<file path="config.mk">
export PLATFORM = sky130hd
export DESIGN_NAME = rc4_ram
export DESIGN_NICKNAME = d
export VERILOG_FILES = /design/src/rtl/core/rc4_ram.sv
export SDC_FILE = /design/constraint.sdc
export NUM_CORES = 2
export LEC_CHECK = 0
export BUFFER_PORTS_ARGS = -buffer_cell sky130_fd_sc_hd__buf_2
export CAP_MARGIN = 20
export CORE_MARGIN = 2
export CORE_UTILIZATION = 37
export DETAILED_ROUTE_END_ITERATION = 6
export PLACE_DENSITY = 0.54
export SLEW_MARGIN = 40
export SYNTH_ARGS = -nofsm -noshare
export SYNTH_HDL_FRONTEND = slang
export SYNTH_SLANG_ARGS = --single-unit
export TNS_END_PERCENT = 100
</file>
<file path="constraint.sdc">
create_clock -name clk -period 5.8 [get_ports clk]
set_clock_uncertainty 0.1 [all_clocks]
set_input_delay 0 -clock clk [delete_from_list [all_inputs] [get_ports clk]]
set_output_delay 0 -clock clk [all_outputs]
set_load 0.1 [all_outputs]
</file>
<file path="src/rtl/core/rc4_ram.sv">
// Generic simple dual-port RAM with registered read (old data on collision).
module rc4_ram #(
    parameter int WIDTH = 8,
    parameter int DEPTH = 256
) (
    input  logic                     clk,
    input  logic                     we,
    input  logic [$clog2(DEPTH)-1:0] waddr,
    input  logic [WIDTH-1:0]         wdata,
    input  logic                     re,
    input  logic [$clog2(DEPTH)-1:0] raddr,
    output logic [WIDTH-1:0]         rdata
);

    logic [WIDTH-1:0] mem [DEPTH];
    logic [WIDTH-1:0] rdata_reg;

    always_ff @(posedge clk)
    begin
        if (we)
        begin
            mem[waddr] <= wdata;
        end
        if (re)
        begin
            rdata_reg <= mem[raddr];
        end
    end

    assign rdata = rdata_reg;

endmodule

</file>
Word-level counts from Yosys, hierarchy flattened
Memories as Yosys holds them, arrays and structs flattened. A register that Yosys moved wholly into a read port is not among the register bits. Cells that the tools add are included.

Flip-flop bits (word level): 0. Memory bits (writable): 2048. Output and inout port bits: 8. Memories kept: 1.

Multiplexer cells: 2.

Memory list: mem (depth 256, width 8, read ports 1, clocked after memory_dff 1, wr ports 1, line 15) `logic [WIDTH-1:0] mem [DEPTH];`.

Operators with widths (count): 2-to-1 mux 1 bit (2).

Longest topological paths before layout
Word-level depth: 2. Mapped depth: 11. Mapped depth without buffers: 6.

Worst setup path before layout
No wires, ideal clock.

Path kind: input to register. Start: input raddr[0]. End: register rdata_reg[2] (netlist: rdata[2]), read port of mem, data pin. Setup time: 0.269 ns. Arrival: 1.807 ns. Setup slack: 3.624 ns. Stages: 9. Path buffers: 4. Cells stage by stage: buf_6 > buf_12 > buf_8 > buf_2 > mux4_2 > a22oi_1 > a21oi_1 > nor4_1 > nor4_2.

RTL lines: from (decl) (line 11) `input logic [$clog2(DEPTH)-1:0] raddr,`; to (decl) (line 16) `logic [WIDTH-1:0] rdata_reg;`.

==> flow_metrics.tcl <==
set metrics [dict create \
    leakage_nw 27.5 \
    cts_max_level 4 \
    die-area_um2 219000 \
    fin_crit_sh 0.524 \
    antenna_found_initial 7 \
    cts_tree "built" \
    clk_latency_ps 870 \
    die_y_um 468 \
    r2r-start "mem[81][5]" \
    ys_ff_latch 2056 \
    max_clock_freq_mhz 329 \
    slew_viol_final 0 \
    setup-tns-final_ps 0 \
    place_ws_ps 1790 \
    num-fill-cells 18400 \
    worst_slack_ps 2760 \
    ir_worst_vdd_v 0.000276 \
    cp-start-kind "input port" \
    rr_endpoint "rdata[5]" \
    cts.sinks 2056 \
    io_buffer_count 34 \
    area_growth_pct 14.2 \
    cts.clk_slew.worst_paths_ps 60 \
    tightest_slew_ps 924 \
    synth_edf_count 2056 \
    post_cts_resize_count 0 \
    tritoncts.num_buffers 208 \
    post_dp_cell_area_um2 83600 \
    viasPerCell 5.55 \
    route.detailed.drc 0 \
    outcome "complete, no violations" \
    reg2reg_depth 6 \
    path_max_fanout 34 \
    drv_cap 0 \
    hold_viol_final 0 \
    grt_pass1_vias 39200 \
    async_flop_share 0 \
    final_antenna_net_count 0 \
    required_ps 6360 \
    max-clock-path-buffers 3 \
    p_per_area_nw_per_um2 345 \
    dp.cells 6475 \
    endpoint "rdata[5]" \
    synth_nets 3760 \
    grt_overflow_total 0 \
    grt_pass1_wl_mm 298 \
    io_pins 35 \
    cts-root-buf "clkbuf_16" \
    finalNetCount 3901 \
    ys_warn_count 0 \
    fp-row-count 170 \
    min_path_type "input port to flop" \
    syn_inst 3733 \
    grt_use_total 0.191 \
    grt_max_degree 157 \
    synth-main-ff-cell "edfxtp_1" \
    dp_hpwl_mm 127 \
    synth_cell_types 54 \
    netlist_area_um2 79600 \
    cp.arrival_ps 3590 \
    drt-pass1-iter-count 6 \
    gp_congestion 0.816 \
    r2r_setup_slack_ps 2900 \
    period_needed_ps 3040 \
    synth_seq_area_share 0.775 \
    final_layout_size_suffix_gt1_frac 0.273 \
    vias 38200 \
    cp-startpoint "raddr[3]" \
    grt_setup_unrepaired "false" \
    initialDrtViolationCount 3799 \
    fin_area_um2 90900 \
    largest_register_ffs 2048 \
    mostFrequentLayoutCells "edfxtp_1 (2056), mux4_2 (454), clkbuf_16 (209), nor2_2 (156), mux2i_1 (134)" \
    wl_mm 209 \
    crit_type "input port to flop" \
    stdcell_count 6885 \
    core_area_um2 214000 \
    end_kind "flop" \
    setup_viol 0 \
    final_common_cell "edfxtp_1" \
    start_util 0.372 \
    max-slew-margin-rel 0.379 \
    utilization 0.425 \
    detail_route.wl_per_cell_um 30.4 \
    avgSynthCellArea_um2 21.3 \
    die_w_um 468 \
]
per-layer routing:
metal | GRT usage | wire (µm) | share of wire | vias up
met3 | 0.0359 | 12900 | 0.062 | 276
li1 | - | - | - | 16000
met2 | 0.311 | 102000 | 0.49 | 1275
met1 | 0.267 | 89500 | 0.43 | 20600
met5 | 0 | 12 | 0.000057 | -
met4 | 0.0470 | 4500 | 0.022 | 2
stage by stage:
step	hold slack, ps	power (mW)
after floorplan	-1.13	17.6
after global placement	354	18.3
after detailed placement	366	18.3
after CTS	5.78	31.5
after global routing	31.7	32.2
final	56.5	31.3
worst max-delay path, stage by stage:
cell and delay [ps]:
dlygate4sd3_1 590, buf_4 310, buf_4 460, and2_2 210, buf_4 530, a22oi_1 240
a21oi_1 600, nor4_1 130, buf_4 190, nor4_1 270
cell type report:
type	count	area [µm²]	share of cell area
Inverter	2	7.51	0.0000825
Tap cell	2838	3550	0.0390
Antenna cell	2	5.00	0.0000550
Multi-Input combinational cell	1442	17100	0.188
Sequential cell	2056	61700	0.679
Clock buffer	251	5390	0.0592
Timing Repair Buffer	164	1760	0.0193
Clock inverter	130	1370	0.0151
cells in the mapped netlist (31+ instances only):
| cell | count | area, µm² |
|---|---|---|
| a21oi_1 | 96 | 480 |
| nand2_1 | 33 | 124 |
| buf_2 | 31 | 155 |
| clkbuf_1 | 111 | 417 |
| nor2b_1 | 31 | 194 |
| o221ai_1 | 46 | 403 |
| mux4_2 | 454 | 10200 |
| mux2i_1 | 134 | 1340 |
| edfxtp_1 | 2056 | 61700 |
| a22oi_1 | 133 | 998 |
| nand3_1 | 34 | 170 |
| nor2_1 | 282 | 1060 |
worst min-delay path by stage:
| stage | end | slack [ps] | start | depth (start not counted) |
|---|---|---|---|---|
| 2_1_floorplan | mem[0][0] | -1 | wdata[0] | 0 |
| 3_3_place_gp | mem[77][2] | 350 | wdata[2] | 1 |
| 3_5_place_dp | mem[73][2] | 370 | wdata[2] | 1 |
| 4_1_cts | mem[216][2] | 6 | waddr[7] | 3 |
| 5_1_grt | mem[150][0] | 30 | wdata[0] | 2 |
| 6_report | mem[148][0] | 60 | wdata[0] | 2 |
logic make-up after synthesis:
kind of cell | synth area share
buffers and inverters | 0.0183
AND/OR/NAND/NOR | 0.0263
multiplexers | 0.146
flip-flops | 0.775
AO/OA/AOI/OAI | 0.0342
what timing repair did:
action | in CTS | in global routing
setup buffers | 0 | 0
hold buffers | 21 | 0
endpoints found under the setup margin | 0 | 0
endpoints found under the hold margin | 1596 | 0
where the power goes:
group	internal, mW	total [mW]	switching (mW)
combinational	0.524	1.60	1.07
clock	7.54	13.3	5.79
sequential	16.4	16.4	0.0234
(Power assumes the default switching activity.)
